### src/hw/rtl/sevq_pkg.sv
`timescale 1ns / 1ps
// Shared types and constants for the sorted event queue.
// Used by sevq_ctrl, sevq_datapath and the sorted_event_queue top level.
package sevq_pkg;

    localparam int DEFAULT_QUEUE_DEPTH  = 64;
    localparam int DEFAULT_KEY_BITS     = 32;
    localparam int DEFAULT_PAYLOAD_BITS = 32;

    typedef enum logic [1:0] {
        ST_OK    = 2'd0,
        ST_EMPTY = 2'd1,
        ST_FULL  = 2'd2
    } status_t;

    typedef enum logic {
        OP_INSERT = 1'b0,
        OP_POP    = 1'b1
    } opcode_t;

    // Read address select: one below or two below the current slot index.
    typedef enum logic {
        RD_IDX_M1 = 1'b0,
        RD_IDX_M2 = 1'b1
    } rd_sel_t;

    typedef enum logic [3:0] {
        S_IDLE,
        S_DECIDE,
        S_POP_WAIT,
        S_INS_WAIT,
        S_PLACE,
        S_RESP_POP,
        S_RESP_INS,
        S_RESP_EMPTY,
        S_RESP_FULL
    } state_t;

    typedef struct packed {
        logic    capture;
        logic    rd_en;
        rd_sel_t rd_sel;
        logic    shift;
        logic    place;
        logic    pop;
        logic    load_out;
        status_t out_status;
        logic    out_popped;
    } cmd_t;

    typedef struct packed {
        logic is_pop;
        logic empty;
        logic full;
        logic idx_zero;
        logic idx_one;
        logic prev_less;
        logic out_busy;
    } stat_t;

endpackage

### src/hw/rtl/sorted_event_queue.sv
`timescale 1ns / 1ps
// Sorted event queue: a bounded min-key queue of (key, payload) entries.
// Input channel (in_valid/in_ready) carries opcode, key_time, entry_payload;
// opcode insert stores an entry, opcode pop removes the smallest-key entry.
// Among equal keys the most recently inserted entry is popped first.
// Output channel (out_valid/out_ready) gives one transaction per input:
// status (ok, pop from empty, insert into full), the popped key and payload
// (zero unless popped_valid), and the occupancy after the operation.
// One operation is in flight at a time. An insert moves each stored entry
// whose key is smaller than the new key up one memory slot per cycle through
// the single read and write port before the new entry is placed; in_ready
// rises again together with out_valid. The result sits in an output register;
// the next input is accepted while it waits, and a stalled receiver holds the
// following result in the controller until the register frees up. Reset
// empties the queue at once; the memory contents need no clearing.
module sorted_event_queue #(
    parameter int QUEUE_DEPTH  = sevq_pkg::DEFAULT_QUEUE_DEPTH,
    parameter int KEY_BITS     = sevq_pkg::DEFAULT_KEY_BITS,
    parameter int PAYLOAD_BITS = sevq_pkg::DEFAULT_PAYLOAD_BITS
) (
    input  logic                               clk,
    input  logic                               rst_n,
    input  logic                               in_valid,
    output logic                               in_ready,
    input  logic                               opcode,
    input  logic [KEY_BITS-1:0]                key_time,
    input  logic [PAYLOAD_BITS-1:0]            entry_payload,
    output logic                               out_valid,
    input  logic                               out_ready,
    output logic [1:0]                         status,
    output logic                               popped_valid,
    output logic [KEY_BITS-1:0]                popped_time,
    output logic [PAYLOAD_BITS-1:0]            popped_payload,
    output logic [$clog2(QUEUE_DEPTH+1)-1:0]   occupancy
);
    import sevq_pkg::*;

    cmd_t  cmd;
    stat_t stat;

    sevq_ctrl u_ctrl (
        .clk      (clk),
        .rst_n    (rst_n),
        .in_valid (in_valid),
        .in_ready (in_ready),
        .stat     (stat),
        .cmd      (cmd)
    );

    sevq_datapath #(
        .QUEUE_DEPTH  (QUEUE_DEPTH),
        .KEY_BITS     (KEY_BITS),
        .PAYLOAD_BITS (PAYLOAD_BITS)
    ) u_datapath (
        .clk            (clk),
        .rst_n          (rst_n),
        .cmd            (cmd),
        .stat           (stat),
        .opcode         (opcode),
        .key_time       (key_time),
        .entry_payload  (entry_payload),
        .out_valid      (out_valid),
        .out_ready      (out_ready),
        .status         (status),
        .popped_valid   (popped_valid),
        .popped_time    (popped_time),
        .popped_payload (popped_payload),
        .occupancy      (occupancy)
    );

endmodule

### src/hw/rtl/sevq_ctrl.sv
`timescale 1ns / 1ps
// Controller state machine of the sorted event queue.
// Depends on sevq_pkg; drives commands to sevq_datapath from its status.
module sevq_ctrl (
    input  logic            clk,
    input  logic            rst_n,
    input  logic            in_valid,
    output logic            in_ready,
    input  sevq_pkg::stat_t stat,
    output sevq_pkg::cmd_t  cmd
);
    import sevq_pkg::*;

    state_t state_reg;
    state_t state_next;

    always_ff @(posedge clk or negedge rst_n)
    begin
        if (!rst_n)
        begin
            state_reg <= S_IDLE;
        end
        else
        begin
            state_reg <= state_next;
        end
    end

    always_comb
    begin
        state_next     = state_reg;
        in_ready       = 1'b0;
        cmd            = '0;
        cmd.rd_sel     = RD_IDX_M1;
        cmd.out_status = ST_OK;
        case (state_reg)
            S_IDLE:
            begin
                in_ready = 1'b1;
                if (in_valid)
                begin
                    cmd.capture = 1'b1;
                    state_next  = S_DECIDE;
                end
            end
            S_DECIDE:
            begin
                if (stat.is_pop)
                begin
                    if (stat.empty)
                    begin
                        state_next = S_RESP_EMPTY;
                    end
                    else
                    begin
                        cmd.rd_en  = 1'b1;
                        state_next = S_POP_WAIT;
                    end
                end
                else if (stat.full)
                begin
                    state_next = S_RESP_FULL;
                end
                else if (stat.idx_zero)
                begin
                    state_next = S_PLACE;
                end
                else
                begin
                    cmd.rd_en  = 1'b1;
                    state_next = S_INS_WAIT;
                end
            end
            S_POP_WAIT:
            begin
                cmd.pop    = 1'b1;
                state_next = S_RESP_POP;
            end
            S_INS_WAIT:
            begin
                // Entries with a smaller key move up one slot; the new entry
                // lands just above the first entry whose key is not smaller.
                if (stat.prev_less)
                begin
                    cmd.shift = 1'b1;
                    if (stat.idx_one)
                    begin
                        state_next = S_PLACE;
                    end
                    else
                    begin
                        cmd.rd_en  = 1'b1;
                        cmd.rd_sel = RD_IDX_M2;
                    end
                end
                else
                begin
                    cmd.place  = 1'b1;
                    state_next = S_RESP_INS;
                end
            end
            S_PLACE:
            begin
                cmd.place  = 1'b1;
                state_next = S_RESP_INS;
            end
            S_RESP_POP, S_RESP_INS, S_RESP_EMPTY, S_RESP_FULL:
            begin
                if (!stat.out_busy)
                begin
                    cmd.load_out   = 1'b1;
                    cmd.out_popped = (state_reg == S_RESP_POP);
                    if (state_reg == S_RESP_EMPTY)
                    begin
                        cmd.out_status = ST_EMPTY;
                    end
                    else if (state_reg == S_RESP_FULL)
                    begin
                        cmd.out_status = ST_FULL;
                    end
                    state_next = S_IDLE;
                end
            end
            default:
            begin
                state_next = S_IDLE;
            end
        endcase
    end

endmodule

### src/hw/rtl/sevq_datapath.sv
`timescale 1ns / 1ps
// Datapath of the sorted event queue: entry memory, count, slot index and
// result register. Depends on sevq_pkg; commanded by sevq_ctrl.
module sevq_datapath #(
    parameter int QUEUE_DEPTH  = sevq_pkg::DEFAULT_QUEUE_DEPTH,
    parameter int KEY_BITS     = sevq_pkg::DEFAULT_KEY_BITS,
    parameter int PAYLOAD_BITS = sevq_pkg::DEFAULT_PAYLOAD_BITS
) (
    input  logic                               clk,
    input  logic                               rst_n,
    input  sevq_pkg::cmd_t                     cmd,
    output sevq_pkg::stat_t                    stat,
    input  logic                               opcode,
    input  logic [KEY_BITS-1:0]                key_time,
    input  logic [PAYLOAD_BITS-1:0]            entry_payload,
    output logic                               out_valid,
    input  logic                               out_ready,
    output logic [1:0]                         status,
    output logic                               popped_valid,
    output logic [KEY_BITS-1:0]                popped_time,
    output logic [PAYLOAD_BITS-1:0]            popped_payload,
    output logic [$clog2(QUEUE_DEPTH+1)-1:0]   occupancy
);
    import sevq_pkg::*;

    localparam int AW = $clog2(QUEUE_DEPTH);
    localparam int CW = $clog2(QUEUE_DEPTH + 1);
    localparam int EW = KEY_BITS + PAYLOAD_BITS;

    // The memory holds entries in descending key order, so the smallest key
    // sits at slot count-1 and a pop needs no shifting.
    logic [EW-1:0] mem [QUEUE_DEPTH];

    logic                    op_reg;
    logic [KEY_BITS-1:0]     key_reg;
    logic [PAYLOAD_BITS-1:0] pay_reg;
    logic [EW-1:0]           rd_data_reg;
    logic [CW-1:0]           count_reg;
    logic [CW-1:0]           count_next;
    logic [CW-1:0]           idx_reg;
    logic [CW-1:0]           idx_next;
    logic                    out_valid_reg;
    status_t                 status_reg;
    logic                    popped_valid_reg;
    logic [KEY_BITS-1:0]     popped_time_reg;
    logic [PAYLOAD_BITS-1:0] popped_payload_reg;
    logic [CW-1:0]           occupancy_reg;

    logic [CW-1:0] idx_m1;
    logic [CW-1:0] idx_m2;
    logic [AW-1:0] rd_addr;
    logic [AW-1:0] wr_addr;
    logic [EW-1:0] wr_data;
    logic          wr_en;

    assign idx_m1  = idx_reg - CW'(1);
    assign idx_m2  = idx_reg - CW'(2);
    assign rd_addr = (cmd.rd_sel == RD_IDX_M2) ? idx_m2[AW-1:0] : idx_m1[AW-1:0];
    assign wr_addr = idx_reg[AW-1:0];
    assign wr_en   = cmd.shift | cmd.place;
    assign wr_data = cmd.shift ? rd_data_reg : {key_reg, pay_reg};

    always_ff @(posedge clk)
    begin
        if (wr_en)
        begin
            mem[wr_addr] <= wr_data;
        end
    end

    always_ff @(posedge clk)
    begin
        if (cmd.rd_en)
        begin
            rd_data_reg <= mem[rd_addr];
        end
    end

    always_ff @(posedge clk)
    begin
        if (cmd.capture)
        begin
            op_reg  <= opcode;
            key_reg <= key_time;
            pay_reg <= entry_payload;
        end
    end

    always_comb
    begin
        count_next = count_reg;
        idx_next   = idx_reg;
        if (cmd.capture)
        begin
            idx_next = count_reg;
        end
        else if (cmd.shift)
        begin
            idx_next = idx_m1;
        end
        if (cmd.place)
        begin
            count_next = count_reg + CW'(1);
        end
        else if (cmd.pop)
        begin
            count_next = count_reg - CW'(1);
        end
    end

    always_ff @(posedge clk or negedge rst_n)
    begin
        if (!rst_n)
        begin
            count_reg     <= '0;
            idx_reg       <= '0;
            out_valid_reg <= 1'b0;
        end
        else
        begin
            count_reg <= count_next;
            idx_reg   <= idx_next;
            if (cmd.load_out)
            begin
                out_valid_reg <= 1'b1;
            end
            else if (out_ready)
            begin
                out_valid_reg <= 1'b0;
            end
        end
    end

    always_ff @(posedge clk)
    begin
        if (cmd.load_out)
        begin
            status_reg       <= cmd.out_status;
            popped_valid_reg <= cmd.out_popped;
            popped_time_reg  <= cmd.out_popped ? rd_data_reg[EW-1:PAYLOAD_BITS] : '0;
            popped_payload_reg <= cmd.out_popped ? rd_data_reg[PAYLOAD_BITS-1:0] : '0;
            occupancy_reg    <= count_reg;
        end
    end

    assign stat.is_pop    = (op_reg == OP_POP);
    assign stat.empty     = (count_reg == '0);
    assign stat.full      = (count_reg == CW'(QUEUE_DEPTH));
    assign stat.idx_zero  = (idx_reg == '0);
    assign stat.idx_one   = (idx_reg == CW'(1));
    assign stat.prev_less = (rd_data_reg[EW-1:PAYLOAD_BITS] < key_reg);
    assign stat.out_busy  = out_valid_reg & ~out_ready;

    assign out_valid      = out_valid_reg;
    assign status         = status_reg;
    assign popped_valid   = popped_valid_reg;
    assign popped_time    = popped_time_reg;
    assign popped_payload = popped_payload_reg;
    assign occupancy      = occupancy_reg;

    assert property (@(posedge clk) disable iff (!rst_n)
        count_reg <= CW'(QUEUE_DEPTH))
        else $error("entry count exceeds queue depth");

    assert property (@(posedge clk) disable iff (!rst_n)
        cmd.place |-> !stat.full)
        else $error("entry written into a full queue");

    assert property (@(posedge clk) disable iff (!rst_n)
        cmd.pop |-> !stat.empty)
        else $error("pop from an empty queue reached the datapath");

    assert property (@(posedge clk) disable iff (!rst_n)
        cmd.shift |-> (idx_reg != '0) && (idx_reg <= count_reg))
        else $error("shift with slot index out of range");

    assert property (@(posedge clk) disable iff (!rst_n)
        cmd.load_out |-> !(out_valid_reg && !out_ready))
        else $error("result register overwritten while still pending");

endmodule
### config.mk
export PLATFORM = sky130hd
export DESIGN_NAME = sorted_event_queue
export DESIGN_NICKNAME = d
export VERILOG_FILES = /design/src/hw/rtl/sevq_pkg.sv /design/src/hw/rtl/sorted_event_queue.sv /design/src/hw/rtl/sevq_ctrl.sv /design/src/hw/rtl/sevq_datapath.sv
export SDC_FILE = /design/constraint.sdc
export NUM_CORES = 2
export LEC_CHECK = 0
export BUFFER_PORTS_ARGS = -buffer_cell sky130_fd_sc_hd__buf_2
export CAP_MARGIN = 30
export CORE_UTILIZATION = 40
export CTS_CLUSTER_DIAMETER = 200
export DETAILED_ROUTE_END_ITERATION = 12
export PLACE_DENSITY_LB_ADDON = 0.1
export SETUP_SLACK_MARGIN = 0.05
export SLEW_MARGIN = 20
export SYNTH_ARGS = -nofsm -noshare
export SYNTH_HDL_FRONTEND = slang
export SYNTH_HIERARCHICAL = 1
export SYNTH_SLANG_ARGS = --single-unit
### constraint.sdc
create_clock -name clk -period 9 [get_ports clk]
set_input_delay 0.45 -clock clk [delete_from_list [all_inputs] [get_ports clk]]
set_output_delay 0.45 -clock clk [all_outputs]
set_load 0.01 [all_outputs]
==> summary.md <==
| Metric | Value |
|---|---|
| Status | completed |
| Logic pwr share | 48.7% |
| Critical path class | reg2reg |
| Fmax | 128 MHz |
| Worst-Skew Late Latency | 1.05 ns |
| Seq/Total Area, Yosys | 67.6% |
| Post-route cell area | 0.218 mm^2 |
| Grt total ovfl | 0 |
| Initial antenna violation count | 48 |
| CTS tree | built |
| First-pass iteration count of the detailed router | 7 |
| Leakage | 66.6 nW |
| Required time of the critical path | 9.78 ns |
| RSZ-0062 raised after global routing | no |
| Async SR Flop Fraction | 0.440% |
| Clk pwr share | 21.3% |
| Post-CTS Setup Bufs | 0 |
| Yosys warning count | 6 |
| Via count | 119k |
| Resized cells post-CTS | 0 |
| Worst clock skew | 0.0957 ns |
| HP Class | in2reg |
| GRT Util Overall | 27.4% |
| WP data arrival | 8.58 ns |
| Die H | 694 um |
| Crit-path max FO | 56 |
| Vias in the first global route | 118k |
| Commonest non-fill, non-tap cells in the layout | edfxtp_1 (4299), o22ai_1 (2223), mux4_2 (1336), nor2_1 (1025), clkbuf_16 (477) |
| Slew at the pin closest to its max-slew limit | 1.09 ns |
| Seq pwr share | 30.0% |
| Max-slew violation count | 0 |
| Io pins | 145 |
| R2R Setup Slk | 1.20 ns |
| Mux contribution to synthesized area | 17.2% |
| Setup slack after layout | 1.20 ns |
| FF+latch count, synth | 4318 |
| Row cnt | 253 |
| Switching power | 34.1 mW |
| FF-to-FF Start | u_datapath/rd_data_reg[49] |
| GPL Wtd Cong | 0.789 |
| Post-Synthesis Cells | 11.1k |
| Fin crit period | 7.80 ns |
| R2r worst-path depth | 18 |
| Synth Area in XOR/XNOR | 0.0992% |
| Worst setup EP type | flop |
| Sink Count | 4318 |
| Maximum VDD drop | 0.446 mV |
| Pre-CTS setup slack | 1.18 ns |
| Total CTS buffers | 468 |
| Post-synth EDFFs | 4299 |
| Clk root buf | clkbuf_16 |
| Area post-placement | 0.202 mm^2 |
| Adder-Cell Fraction of Synth Area | 0.291% |
| Sw Share | 39.0% |
| Fin Setup TNS | 0 ns |
| Synth unique cells | 78 |
| Ratio of cells with drive above 1 in the final layout | 24.9% |
| Filler instances | 40.6k |
| Worst setup path startpoint | u_datapath/rd_data_reg[49] |
| First-pass GRT wire length | 929 mm |
| Max-Cap Viols | 0 |
| Area of the core | 0.476 mm^2 |
| Synth Net Count | 11.2k |
| Syn Area/Cell | 17.3 um^2 |
| CTS H-tree lvls | 5 |
| Slew headroom | 27.5% |
| Total Wirelength | 675 mm |
| Setup-failing EPs final | 0 |
| Synth Area in Compound Gates | 8.84% |
| Synthesized area | 0.192 mm^2 |
| WHS Path Cells | 3 |
| Hpwl dp | 367 mm |
| Area growth, synth to finish | 13.5% |
| Worst Setup EP | u_datapath/rd_data_reg[33] |
| Internal power | 53.3 mW |
| Final ANT Viol Nets | 0 |
| CTS Buffer Depth | 4 |
| DRC viols | 0 |
| Final Core Density | 45.7% |
| Top FF cell, synth | edfxtp_1 |
| Most common cell after layout, fill and taps aside | edfxtp_1 |
| Count of input and output buffers | 144 |
| Largest family of logic cells by synthesized area | multiplexers |
| Period utilization | 86.6% |
| Largest net degree at the start of global routing | 196 |
| DR vias/cell | 6.58 |
| Die Area | 0.482 mm^2 |
| Die X | 694 um |
| Initial Utilization | 40.3% |
| Initial DRC Count | 16.3k |
| Number of flip-flops in the largest register | 4096 |
| Nets | 11.4k |
| Synth Area in Simple Gates | 3.70% |
| Power Density | 401 mW/mm^2 |
| CTS clk-pin slew, worst paths | 0.06 ns |
| DR WL/cell | 37.4 um |
| Crit start category | flop |
| Final Hold Viols | 0 |
| Worst flop-to-flop path endpoint | u_datapath/rd_data_reg[33] |
[power by group through the flow]
stage / Clock, mW / Sequential (mW) / Combinational (mW)
after floorplan: 0 / 26.2 / 28.9
after global placement: 0 / 26.6 / 41.8
after detailed placement: 0 / 26.6 / 42.3
after CTS: 18.9 / 26.2 / 42.5
after global routing: 19.6 / 26.2 / 45.0
final: 18.6 / 26.2 / 42.6
[routing by layer]
| metal | part of all wire (%) | global-route usage (%) |
|---|---|---|
| met5 | 0.019 | 0 |
| met4 | 4.3 | 10.2 |
| met3 | 8.4 | 3.98 |
| met2 | 47 | 44.3 |
| met1 | 40 | 37.8 |
[stage by stage]
stage / hold WS [ns] / power [mW] / cells
finish: 0.0584 / 87.4 / 18100
global route: 0.0325 / 90.8 / 18100
CTS: 0.00236 / 87.6 / 18000
detailed placement: 0.502 / 68.9 / 17100
global placement: 0.506 / 68.4 / 17100
floorplan: 0.154 / 55.1 / 11100
[critical path: stages (launching register included)]
cell	delay, ns
edfxtp_1	0.51
ha_1	0.40
a21o_1	0.18
a21o_1	0.21
a21o_1	0.19
a2111oi_1	0.67
o221ai_1	0.42
a211oi_1	0.45
nor2b_1	0.23
nand4_1	0.40
inv_8	0.48
nand2b_4	0.27
a211o_1	0.39
xnor2_2	0.49
nand3_4	0.49
buf_4	0.59
o22ai_1	0.71
nor4_1	0.11
buf_2	0.21
[cell type report]
type                       instances  area [um^2]  share of cell area, %
antenna                           21         52.6                 0.0241
clock buffer                     590        12500                   5.72
clock inverter                   263         2120                  0.974
inverter                          45          176                 0.0810
multi-input combinational       5812        58800                   27.0
sequential                      4318       130000                   59.5
tap                             6375         7980                   3.66
timing repair buffer             638         6550                   3.01
[timing repair]
action                                  4_1_cts  5_1_grt
hold buffers                                 69        0
hold endpoints to repair                     85        0
endpoints found under the setup margin        0        0
[cells by family after synthesis]
logic type | Yosys count
mux | 1592
buf+inv | 968
fa+ha+maj | 44
xor+xnor | 17
simple gates | 1577
compound gates | 2582
flops | 4318
[worst min-delay path by stage]
stage | slack (ns) | start | to
2_1_floorplan | 0.15 | rst_n | u_ctrl/state_reg[0]
3_3_place_gp | 0.51 | rst_n | u_datapath/out_valid
3_5_place_dp | 0.50 | rst_n | u_datapath/out_valid
4_1_cts | 0.002 | in_valid | u_ctrl/state_reg[1]
5_1_grt | 0.03 | in_valid | u_ctrl/state_reg[1]
6_report | 0.06 | in_valid | u_ctrl/state_reg[1]
[cells in the mapped netlist (all sizes together), types with 16 or more instances]
cell type     n  share of area, %
ha           43              0.28
inv          45             0.088
mux4       1336                16
a221o       108              0.56
o22ai      2223               7.3
clkbuf      390              0.77
and2        255              0.83
o21ai        49              0.13
nand2        68              0.13
buf         533               1.5
o2bb2ai      27              0.12
edfxtp     4299                67
nor4         64              0.21
a22o         27              0.12
mux2        226               1.3
dfrtp        19              0.25
nor2       1092               2.1
mux2i        30              0.16
a221oi       81              0.37
a21oi        16             0.042
(Power assumes the default switching activity.)
